### src/rtl/fbpe_pkg.sv
// ----------------------------------------------------------------------------
// fbpe_pkg
// Shared types, constants and functions of the filename byte percent escaper.
// ----------------------------------------------------------------------------
`default_nettype none

package fbpe_pkg;

	localparam int CntW = 11;
	localparam int DefaultMaxLen = 1024;
	localparam int ResetCapacity = 1024;

	localparam logic [7:0] PercentChar = 8'h25;
	localparam logic [7:0] NulChar = 8'h00;
	localparam logic [3:0] NibbleMask = 4'hf;

	// Number of result beats for one item
	localparam logic [1:0] CountNone = 2'd0;
	localparam logic [1:0] CountOne = 2'd1;
	localparam logic [1:0] CountThree = 2'd3;

	typedef struct packed {
		logic [7:0] in_byte;
		logic       first_byte;
		logic       last_byte;
	} item_t;

	typedef struct packed {
		logic [1:0]          count;
		logic [2:0][7:0]     bytes;
		logic [CntW-1:0]     cnt_base;
		logic                failed;
		logic                finished;
	} bundle_t;

	function automatic logic needs_escape(input logic [7:0] c);
		logic res;
		res = 1'b0;
		if (c < 8'h20) begin
			res = 1'b1;
		end else begin
			case (c)
				8'h22, 8'h2a, 8'h3a, 8'h3c, 8'h3e, 8'h3f, 8'h7c, 8'h7f,
				8'h80, 8'h81, 8'h8d, 8'h8e, 8'h8f, 8'h90, 8'h9d, 8'h9e: res = 1'b1;
				default: res = 1'b0;
			endcase
		end
		return res;
	endfunction

	function automatic logic [7:0] hex_digit(input logic [3:0] v);
		logic [7:0] res;
		if (v < 4'd10) begin
			res = 8'h30 + {4'd0, v};
		end else begin
			res = 8'h57 + {4'd0, v};
		end
		return res;
	endfunction

endpackage

`default_nettype wire

### src/rtl/fbpe_step.sv
// ----------------------------------------------------------------------------
// fbpe_step
// String state, capacity register and the per-byte escape decision.
// ----------------------------------------------------------------------------
`default_nettype none

module fbpe_step #(
	parameter int MAX_LEN = fbpe_pkg::DefaultMaxLen
) (
	input  wire                          clk,
	input  wire                          arst_n,
	input  wire                          cfg_valid,
	input  wire  [fbpe_pkg::CntW-1:0]    cfg_data,
	input  wire  fbpe_pkg::item_t        item,
	input  wire                          advance,
	output fbpe_pkg::bundle_t            bundle
);
	import fbpe_pkg::*;

	localparam int LimitI = (MAX_LEN > 2047) ? 2047 : MAX_LEN;
	localparam logic [CntW-1:0] LimitC = CntW'(LimitI);
	localparam logic [CntW-1:0] ResetSpaceC =
		(ResetCapacity > LimitI) ? CntW'(LimitI) : CntW'(ResetCapacity);

	logic [CntW-1:0] capacity_q;
	logic [CntW-1:0] space_left_q;
	logic [CntW-1:0] bytes_written_q;
	logic            done_q;

	logic [CntW-1:0] cap_sat;
	logic [CntW-1:0] sl;
	logic [CntW-1:0] bw;
	logic            done;
	logic [CntW-1:0] sl_next;
	logic [CntW-1:0] bw_next;
	logic            done_next;
	logic            ends;

	assign cap_sat = (capacity_q > LimitC) ? LimitC : capacity_q;

	always_comb begin
		sl = item.first_byte ? cap_sat : space_left_q;
		bw = item.first_byte ? '0 : bytes_written_q;
		done = item.first_byte ? 1'b0 : done_q;
		sl_next = sl;
		bw_next = bw;
		done_next = done;
		ends = 1'b0;
		bundle.count = CountNone;
		bundle.bytes = '0;
		bundle.cnt_base = bw + CntW'(1);
		bundle.failed = 1'b0;
		bundle.finished = 1'b0;
		if (done) begin
			bundle.count = CountNone;
		end else if (sl == '0) begin
			done_next = 1'b1;
		end else if (item.in_byte == NulChar) begin
			bundle.count = CountOne;
			bundle.bytes[0] = NulChar;
			sl_next = sl - CntW'(1);
			bw_next = bw + CntW'(1);
			ends = 1'b1;
		end else if (needs_escape(item.in_byte)) begin
			if (sl < CntW'(3)) begin
				// Escape without room: a lone NUL that reports failure
				bundle.count = CountOne;
				bundle.bytes[0] = NulChar;
				bundle.cnt_base = '0;
				bundle.failed = 1'b1;
				ends = 1'b1;
			end else begin
				bundle.count = CountThree;
				bundle.bytes[0] = PercentChar;
				bundle.bytes[1] = hex_digit(item.in_byte[7:4]);
				bundle.bytes[2] = hex_digit(item.in_byte[3:0] & NibbleMask);
				sl_next = sl - CntW'(3);
				bw_next = bw + CntW'(3);
			end
		end else begin
			bundle.count = CountOne;
			bundle.bytes[0] = item.in_byte;
			sl_next = sl - CntW'(1);
			bw_next = bw + CntW'(1);
		end
		if (bundle.count != CountNone) begin
			if (item.last_byte || sl_next == '0) begin
				ends = 1'b1;
			end
			if (ends) begin
				done_next = 1'b1;
			end
			bundle.finished = ends;
		end
	end

	always_ff @(posedge clk or negedge arst_n) begin
		if (!arst_n) begin
			capacity_q <= CntW'(ResetCapacity);
		end else if (cfg_valid) begin
			capacity_q <= cfg_data;
		end
	end

	always_ff @(posedge clk or negedge arst_n) begin
		if (!arst_n) begin
			space_left_q <= ResetSpaceC;
			bytes_written_q <= '0;
			done_q <= 1'b0;
		end else if (advance) begin
			space_left_q <= sl_next;
			bytes_written_q <= bw_next;
			done_q <= done_next;
		end
	end

endmodule

`default_nettype wire

### src/rtl/fbpe_serial.sv
// ----------------------------------------------------------------------------
// fbpe_serial
// Result register that hands out the beats of one item, one per transfer.
// ----------------------------------------------------------------------------
`default_nettype none

module fbpe_serial (
	input  wire                          clk,
	input  wire                          arst_n,
	input  wire                          load,
	input  wire  fbpe_pkg::bundle_t      bundle_in,
	output logic                         free,
	output logic                         m_tvalid,
	input  wire                          m_tready,
	output logic [23:0]                  m_tdata,   // out_byte[7:0], written_count[18:8]
	output logic                         m_tlast,   // run_last
	output logic [1:0]                   m_tuser    // finished[0], failed[1]
);
	import fbpe_pkg::*;

	bundle_t         bnd_q;
	logic            bvalid_q;
	logic [1:0]      idx_q;
	logic            last_beat;
	logic [CntW-1:0] cnt;

	assign last_beat = (idx_q == bnd_q.count - 2'd1);
	assign free = !bvalid_q || (m_tready && last_beat);

	assign cnt = bnd_q.failed ? '0 : bnd_q.cnt_base + {{(CntW-2){1'b0}}, idx_q};
	assign m_tvalid = bvalid_q;
	assign m_tdata = {5'd0, cnt, bnd_q.bytes[idx_q]};
	assign m_tlast = last_beat;
	assign m_tuser = {bnd_q.failed, bnd_q.finished && last_beat};

	always_ff @(posedge clk or negedge arst_n) begin
		if (!arst_n) begin
			bvalid_q <= 1'b0;
			idx_q <= 2'd0;
		end else if (load) begin
			bvalid_q <= 1'b1;
			idx_q <= 2'd0;
		end else if (bvalid_q && m_tready) begin
			if (last_beat) begin
				bvalid_q <= 1'b0;
			end
			idx_q <= idx_q + 2'd1;
		end
	end

	always_ff @(posedge clk) begin
		if (load) begin
			bnd_q <= bundle_in;
		end
	end

	a_idx_in_range: assert property (@(posedge clk) disable iff (!arst_n)
		bvalid_q |-> (idx_q < bnd_q.count)) else $error("beat index past count");
	a_fail_single: assert property (@(posedge clk) disable iff (!arst_n)
		(bvalid_q && bnd_q.failed) |-> (bnd_q.count == CountOne && bnd_q.finished))
		else $error("failed result is not a single finishing beat");
	a_load_when_free: assert property (@(posedge clk) disable iff (!arst_n)
		load |-> (free && bundle_in.count != CountNone))
		else $error("result register loaded while busy or with no beats");

endmodule

`default_nettype wire

### src/rtl/filename_byte_percent_escaper.sv
// An accepted byte is registered in the input stage, its escape decision is then
// loaded into the result register, and that register offers its first result on the result port.
// Copied and zero bytes flow at one byte per cycle while m_tready is high; an escaped byte
// occupies the result register for three transfers, one per hex-escape byte,
// so the input stalls behind it until the last of them transfers.
// Reset (arst_n low) empties both registers, clears the byte count and done flag, sets the
// space left to the lower of 1024 and MAX_LEN, and sets the output capacity to 1024.
// ----------------------------------------------------------------------------
// filename_byte_percent_escaper
// Streams a byte string and percent-escapes bytes not allowed in file names.
// ----------------------------------------------------------------------------
`default_nettype none

module filename_byte_percent_escaper #(
	parameter int MAX_LEN = fbpe_pkg::DefaultMaxLen
) (
	input  wire                          clk,
	input  wire                          arst_n,
	input  wire                          cfg_valid,
	output logic                         cfg_ready,
	input  wire  [fbpe_pkg::CntW-1:0]    cfg_data,   // output_capacity
	input  wire                          s_tvalid,
	output logic                         s_tready,
	input  wire  [7:0]                   s_tdata,    // in_byte[7:0]
	input  wire                          s_tlast,    // last_byte
	input  wire  [0:0]                   s_tuser,    // first_byte[0]
	output logic                         m_tvalid,
	input  wire                          m_tready,
	output logic [23:0]                  m_tdata,    // out_byte[7:0], written_count[18:8]
	output logic                         m_tlast,    // run_last
	output logic [1:0]                   m_tuser     // finished[0], failed[1]
);
	import fbpe_pkg::*;

	item_t   item_s1;
	logic    valid_s1;
	bundle_t bundle;
	logic    ser_free;
	logic    advance;
	logic    load;

	assign cfg_ready = 1'b1;

	// An item without results only updates the string state.
	assign advance = valid_s1 && (bundle.count == CountNone || ser_free);
	assign load = advance && bundle.count != CountNone;
	assign s_tready = !valid_s1 || advance;

	always_ff @(posedge clk or negedge arst_n) begin
		if (!arst_n) begin
			valid_s1 <= 1'b0;
		end else if (s_tready) begin
			valid_s1 <= s_tvalid;
		end
	end

	always_ff @(posedge clk) begin
		if (s_tready && s_tvalid) begin
			item_s1 <= '{in_byte: s_tdata, first_byte: s_tuser[0], last_byte: s_tlast};
		end
	end

	fbpe_step #(
		.MAX_LEN(MAX_LEN)
	) u_step (
		.clk(clk),
		.arst_n(arst_n),
		.cfg_valid(cfg_valid),
		.cfg_data(cfg_data),
		.item(item_s1),
		.advance(advance),
		.bundle(bundle)
	);

	fbpe_serial u_serial (
		.clk(clk),
		.arst_n(arst_n),
		.load(load),
		.bundle_in(bundle),
		.free(ser_free),
		.m_tvalid(m_tvalid),
		.m_tready(m_tready),
		.m_tdata(m_tdata),
		.m_tlast(m_tlast),
		.m_tuser(m_tuser)
	);

endmodule

`default_nettype wire
### config.mk
export PLATFORM = sky130hd
export DESIGN_NAME = filename_byte_percent_escaper
export DESIGN_NICKNAME = d
export VERILOG_FILES = /design/src/rtl/fbpe_pkg.sv /design/src/rtl/fbpe_step.sv /design/src/rtl/fbpe_serial.sv /design/src/rtl/filename_byte_percent_escaper.sv
export SDC_FILE = /design/constraint.sdc
export NUM_CORES = 1
export LEC_CHECK = 0
export ABC_AREA = 1
export BUFFER_PORTS_ARGS = -buffer_cell sky130_fd_sc_hd__buf_2
export CORE_MARGIN = 1
export CORE_UTILIZATION = 54
export DETAILED_ROUTE_END_ITERATION = 6
export HOLD_SLACK_MARGIN = 0.1
export PLACE_DENSITY_LB_ADDON = 0.05
export SYNTH_ARGS = -nofsm -noshare
export SYNTH_HDL_FRONTEND = slang
export SYNTH_SLANG_ARGS = --single-unit
### constraint.sdc
create_clock -name clk -period 2.6 [get_ports clk]
set_input_delay 0.26 -clock clk [delete_from_list [all_inputs] [get_ports clk]]
set_output_delay 0.26 -clock clk [all_outputs]
set_load 0.02 [all_outputs]
== After elaboration in Yosys (flattened, before gate mapping) ==
Cells that the tools add are included.
Widths: inputs -> output; s select.

* Flip-flop bits (word level): 87
* Input bits: 26
* Output and inout bits: 30
* Word-level logic and storage cells: 131

* Add/sub/neg operators: 11
* Magnitude comparators: 6
* Eq/ne operators: 17
* Mux-type cells: 55
* Bitwise logic cells: 1
* Reductions and logical operators: 24

{| class="wikitable"
|+ Operators with widths
! operator !! count
|-
| $mux 11 || 14
|-
| $eq 8x8->1 const B || 8
|-
| $eq 8x6->1 const B || 6
|-
| $mux 12 || 4
|-
| $mux 16 || 3
|-
| $mux 8 || 5
|-
| $mux 38 || 1
|-
| $logic_not 11->1 || 2
|-
| $mux 1 || 20
|-
| $add 7x4->8 const A || 2
|-
| $bmux 8 s2 || 1
|-
| $eq 8x7->1 const B || 2
|-
| $reduce_or 16->1 || 1
|-
| $add 6x4->7 const A || 2
|-
| $mux 2 || 6
|-
| $add 11x1->11 const B || 1
|-
| $add 11x2->11 || 1
|-
| $add 11x2->11 const B || 1
|-
| $gt 11x11->1 const B || 1
|-
| $lt 11x2->1 const B || 1
|-
| $sub 11x1->11 const B || 1
|-
| $sub 11x2->11 const B || 1
|-
| $logic_not 8->1 || 1
|-
| $lt 4x4->1 const B || 2
|-
| 16 further kinds || 27
|}

== Depth between registers and ports, before layout ==
* Depth in word-level cells: 17
* Mapped depth: 25

== Cells and area by module ==
Synthesis repeated with hierarchy kept, for this count alone.

* Cells, all modules: 781
* Area, all modules: 5844.4 µm²

{| class="wikitable"
|+ By module, submodules not included
! module !! instances !! cells an instance !! area each (µm²) !! seq. area each (µm²)
|-
| fbpe_step || 1 || 592 || 3598.5 || 853.3
|-
| fbpe_serial || 1 || 165 || 1851.8 || 1246.2
|-
| filename_byte_percent_escaper || 1 || 24 || 394.1 || 325.3
|}

== Worst setup path before layout ==
No wires, ideal clock.

* Path kind: register -> register
* Start: register item_s1[1] (netlist name)
* End: register u_serial.bnd_q[0] (netlist name) (enable)
* Library setup time: 377 ps
* Arrival time: 2397 ps
* Path slack: -173 ps
* Cell stages (with the launch flop): 18
* Buffers on the path: 1
* Clock period less this slack: 2773 ps
* Cells stage by stage: edfxtp_1 inv_2 buf_6 nor2_4 a21oi_4 ha_1 inv_1 nor2_1 nand3_1 nor2_1 nand2_4 nand2_8 nor2_1 inv_1 nand2_2 inv_2 nand2_1 inv_2

* Word-level cells in the longest chain between the ends: 11

{| class="wikitable"
|+ Ends and longest elaborated chain
! element !! RTL line !! text
|-
| start: declaration || filename_byte_percent_escaper.sv:35 || <nowiki>item_t item_s1;</nowiki>
|-
| start signal: assignment || filename_byte_percent_escaper.sv:59 || <nowiki>item_s1 <= '{in_byte: s_tdata, first_byte: s_tuser[0], last_byte: s_tlast};</nowiki>
|-
| $mux 11 || fbpe_step.sv:42 || <nowiki>sl = item.first_byte ? cap_sat : space_left_q;</nowiki>
|-
| $lt 11x2->1 || fbpe_step.sv:65 || <nowiki>if (sl < CntW'(3)) begin</nowiki>
|-
| $mux 2 || fbpe_step.sv:65 ||
|-
| $mux 2 || fbpe_step.sv:64 || <nowiki>end else if (needs_escape(item.in_byte)) begin</nowiki>
|-
| $mux 2 || fbpe_step.sv:58 || <nowiki>end else if (item.in_byte == NulChar) begin</nowiki>
|-
| $mux 38 || fbpe_step.sv:56 || <nowiki>end else if (sl == '0) begin</nowiki>
|-
| $mux 2 * || fbpe_step.sv:54 || <nowiki>if (done) begin</nowiki>
|-
| $logic_not 2->1 || filename_byte_percent_escaper.sv:45 || <nowiki>assign advance = valid_s1 && (bundle.count == CountNone || ser_free);</nowiki>
|-
| $logic_or 1x1->1 || filename_byte_percent_escaper.sv:45 ||
|-
| $logic_and 1x1->1 || filename_byte_percent_escaper.sv:45 ||
|-
| $logic_and 1x1->1 * || filename_byte_percent_escaper.sv:46 || <nowiki>assign load = advance && bundle.count != CountNone;</nowiki>
|-
| via load || filename_byte_percent_escaper.sv:40 || <nowiki>logic load;</nowiki>
|-
| end signal: assignment || fbpe_serial.sv:53 || <nowiki>bnd_q <= bundle_in;</nowiki>
|-
| end: declaration || fbpe_serial.sv:21 || <nowiki>bundle_t bnd_q;</nowiki>
|}

Mark *: on every way through the listed nets, which the timed path passes. The rest lies on a longest branch.
A chain may end at the register's enable or synchronous reset.

== Final worst setup path ==
* Start: register item_s1[1] (netlist name)
* End: register u_serial.bnd_q[0] (netlist name), data pin

* Word-level cells in the longest chain between the ends: 11

{| class="wikitable"
|+ Ends and longest elaborated chain
! element !! RTL line !! text
|-
| $mux 11 || fbpe_step.sv:42 ||
|-
| $sub 11x2->11 or $lt 11x2->1 (tied branches) || fbpe_step.sv:77, fbpe_step.sv:65 ||
|-
| $mux 11 || fbpe_step.sv:65 ||
|-
| $mux 11 || fbpe_step.sv:64 ||
|-
| $mux 11 || fbpe_step.sv:58 ||
|-
| $mux 11 || fbpe_step.sv:56 ||
|-
| $mux 11 || fbpe_step.sv:54 ||
|-
| $logic_not 11->1 || fbpe_step.sv:87 || <nowiki>if (item.last_byte || sl_next == '0) begin</nowiki>
|-
| $logic_or 1x1->1 || fbpe_step.sv:87 ||
|-
| $mux 1 || fbpe_step.sv:87 ||
|-
| $mux 1 || fbpe_step.sv:86 || <nowiki>if (bundle.count != CountNone) begin</nowiki>
|}

Parallel ways exist; a longest one is shown, timed or not. The select of a mux whose other input is x is not followed.

==> impl_metrics.ini <==
[timing]
hold_viol_final = 0
tns_ns = -0.0834
fin_crit_ns = 2.68
final-setup-viol-count = 2
clock.fmax_mhz = 373
tightest_slew_ns = 0.953
finalClockSkew_ns = 0.00853
rsz0062_at_grt = yes
slew_viol_final = 0
worst_slack_ns = -0.0792
maxSlewHeadroom_pct = 36.5
whs_ns = 0.110
finalCritPeriodShare_pct = 103

[detailed_routing]
num_vias = 5663
routed_via_density = 5.39
wirelength_um = 16400
antenna_left = 0
wire_per_inst_um = 15.6
drtIter0Drc = 526
drc = 0
firstDrtPassIters = 5

[layout]
nets = 954
n_antenna_cell = 0
n_fill_cell = 800
fin_area_um2 = 7750
post-route-util_pct = 75.0
syn_to_final_growth_pct = 34.9
drive_above_1_share_pct = 33.9

[power_and_ir_drop]
total_power_mw = 8.13
powerDensity_nw_per_um2 = 1050
ir_drop_uv = 642
leakage_nw = 3.66

[synthesis]
synth.avg_cell_area_um2 = 7.71
synth_area_leader_cell = edfxtp_1
syn-instance-count = 745
synth-edff-count = 47
ys_ff_latch = 85
yosysSeqAreaShare_pct = 41.2
synthArstFlopShare_pct = 44.7
yosysUniqueCellTypes = 54
yosys.area.top_type_share_pct = 24.6
yosys_warnings = 0
synth_ff_type = edfxtp_1
ys_top_cells_by_area = edfxtp_1, dfrtp_1, nand2_1
synth.cell_area_um2 = 5740

[clock_network]
cts_buffer_depth = 2
cts_tree = done
clk_latency_ns = 0.37
cts_root_buffer = clkbuf_8
cts_sinks = 85
cts_htree_levels = 3
cts_buffers = 9
clk_pin_slew_worst_paths_ns = 0.09

[critical_path]
path_common_cell = nand2_1
start_kind = flip-flop
crit_path_max_fanout = 10
slowest_delay_ns = 0.52
worstReg2RegStart = item_s1[1]
path_class = flip-flop to flip-flop
arrival_ns = 2.91
crit_chain = inv_4 -> buf_8 -> nand2_1 -> a21boi_4 -> nand2_4 -> nor2_4 -> nand2_4 -> nand2_8 -> clkinv_8 -> buf_6 -> nand2_2 -> nand2_1 -> nand2_1 -> nand3_1 -> nor2_1 -> nand2_2 -> a21oi_2
critPathSlowestCell = edfxtp_1
setup.worst_path.end_class = flip-flop
crit_path_start = item_s1[1]
required_ns = 2.83

[grt]
grt.total_usage_pct = 29.0
antenna_found_initial = 0
grt-ovfl-total = 0
grt_max_degree = 39
grt_pass1_vias = 5317
grt_pass1_wl_um = 25000

[placement]
place_area_um2 = 6680
portBuffers = 49
dp_hpwl_um = 11400
routabilityCongestion = 1.01

[status]
outcome = finished, violations left
violations = negative setup slack

[floorplan]
die_y_um = 105
rows = 37
ios = 56
die_area_um2 = 11000
start_util_pct = 55.6
die_x_um = 105
core_um2 = 10300

[min_path]
worstHoldPathType = input port to flip-flop
hp-start = cfg_data[7]

[job]
cap_viol_max_count = 0
report_power, final:
group          switching (mW)  leakage, nW  internal (mW)
Combinational            2.87         2.66           2.01
Clock                   0.511       0.0941          0.434
Sequential              0.308        0.904           2.00
worst max-delay path, delay by kind of cell (launching register included):
kind,cells,cell delay [ns]
flops,1,0.52
buf+inv,4,0.46
compound gates,2,0.42
simple gates,11,1.12
per-stage QoR:
stage                     std cells  worst slack [ns]
after global placement          989           -0.0389
after CTS                      1027           -0.0174
after detailed placement        989           -0.0861
after global routing           1051            -0.231
after floorplan                 749            0.0421
final                          1051           -0.0792
per-layer routing:
metal	global-route usage (%)	up-vias	share of wire, %	routed length [µm]
li1	-	2754	-	-
met1	37.3	2680	41	6750
met2	49.4	199	50	8270
met3	4.12	30	6.3	1030
met4	11.5	0	2.4	388
met5	0	-	0	0
logic make-up (layout without fill, tap and decap cells):
group                      Yosys count  count (layout)  synth area share [%]
other                                2               6                 0.131
AOI/OAI and AO/OA                  108             108                  12.2
DFF                                 85              85                  41.2
xor gates and xnor gates            15              15                  2.29
adders and majority gates           18              18                  4.05
buffers and inverters              129             294                  9.78
and+or+nand+nor                    382             383                  29.2
muxes                                6               6                  1.18
placed cells by master (no fill, tap or decap), drive strengths merged, types with 2 or more instances in the layout:
cell,n
o31ai,8
xnor2,3
a21oi,34
dfstp,2
xor2,12
and3,3
clkinv,3
nor3b,3
nor2,112
o22ai,5
dfrtp,36
nor3,16
inv,100
o21ai,40
nand3,50
o211ai,7
buf,160
clkinvlp,2
ha,17
a221oi,3
a31oi,3
nand4,11
nand2,184
conb,6
a22oi,2
dlygate4sd3,15
clkbuf,14
edfxtp,47
or2,3
mux2,6
layout make-up:
cell class,instances,area (µm²),share of cell area (%)
multi-input cells,536,3210,41.4
flip-flops and latches,85,2370,30.5
repair buffers,177,1400,18.0
inverters,99,399,5.15
well taps,136,170,2.20
clock buffers,12,166,2.15
clock inverters,4,28.8,0.372
repair inverters,2,15.0,0.194
synth_stat cells, types with 4 or more instances:
master,count
edfxtp_1,47
o22ai_1,4
o21ai_0,34
inv_1,89
ha_1,17
buf_2,9
clkbuf_1,7
nor3_1,16
nor2_1,106
o211ai_1,6
nand2_2,10
o31ai_1,8
mux2_2,6
buf_6,4
dfrtp_1,36
buf_4,9
nand4_1,10
inv_2,8
nand2_1,169
nand3_1,49
xor2_1,12
a21oi_1,31
flip-flops by register name (all words and copies together), names as in the netlist:
signal,flops
u_serial.bnd_q,36
u_step.bytes_written_q,11
u_step.capacity_q,11
u_step.space_left_q,11
item_s1,10
u_serial.idx_q,2
u_serial.m_tuser,1
u_serial.m_tvalid,1
u_step.done_q,1
valid_s1,1
worst paths after layout:
check,endpoint,slack (ns),depth (start not counted)
setup / recovery,u_serial.bnd_q[0],-0.08,17
hold / removal,u_step.capacity_q[7],0.11,2
setup reg to reg,u_serial.bnd_q[0],-0.08,17
hold reg to reg,u_step.space_left_q[7],0.50,2
max in group asynchronous,u_serial.idx_q[1],1.37,2
min in group asynchronous,u_serial.idx_q[0],0.59,2
what timing repair did:
action / in CTS / in global routing
gates resized for setup: 21 / 111
pin swaps: 6 / 50
buffers inserted: 7 / 21
cloned: 0 / 5
endpoints found under the hold margin: 50 / 0
hold buffers: 15 / 0
setup endpoints to repair: 51 / 68
(Power assumes the default switching activity.)
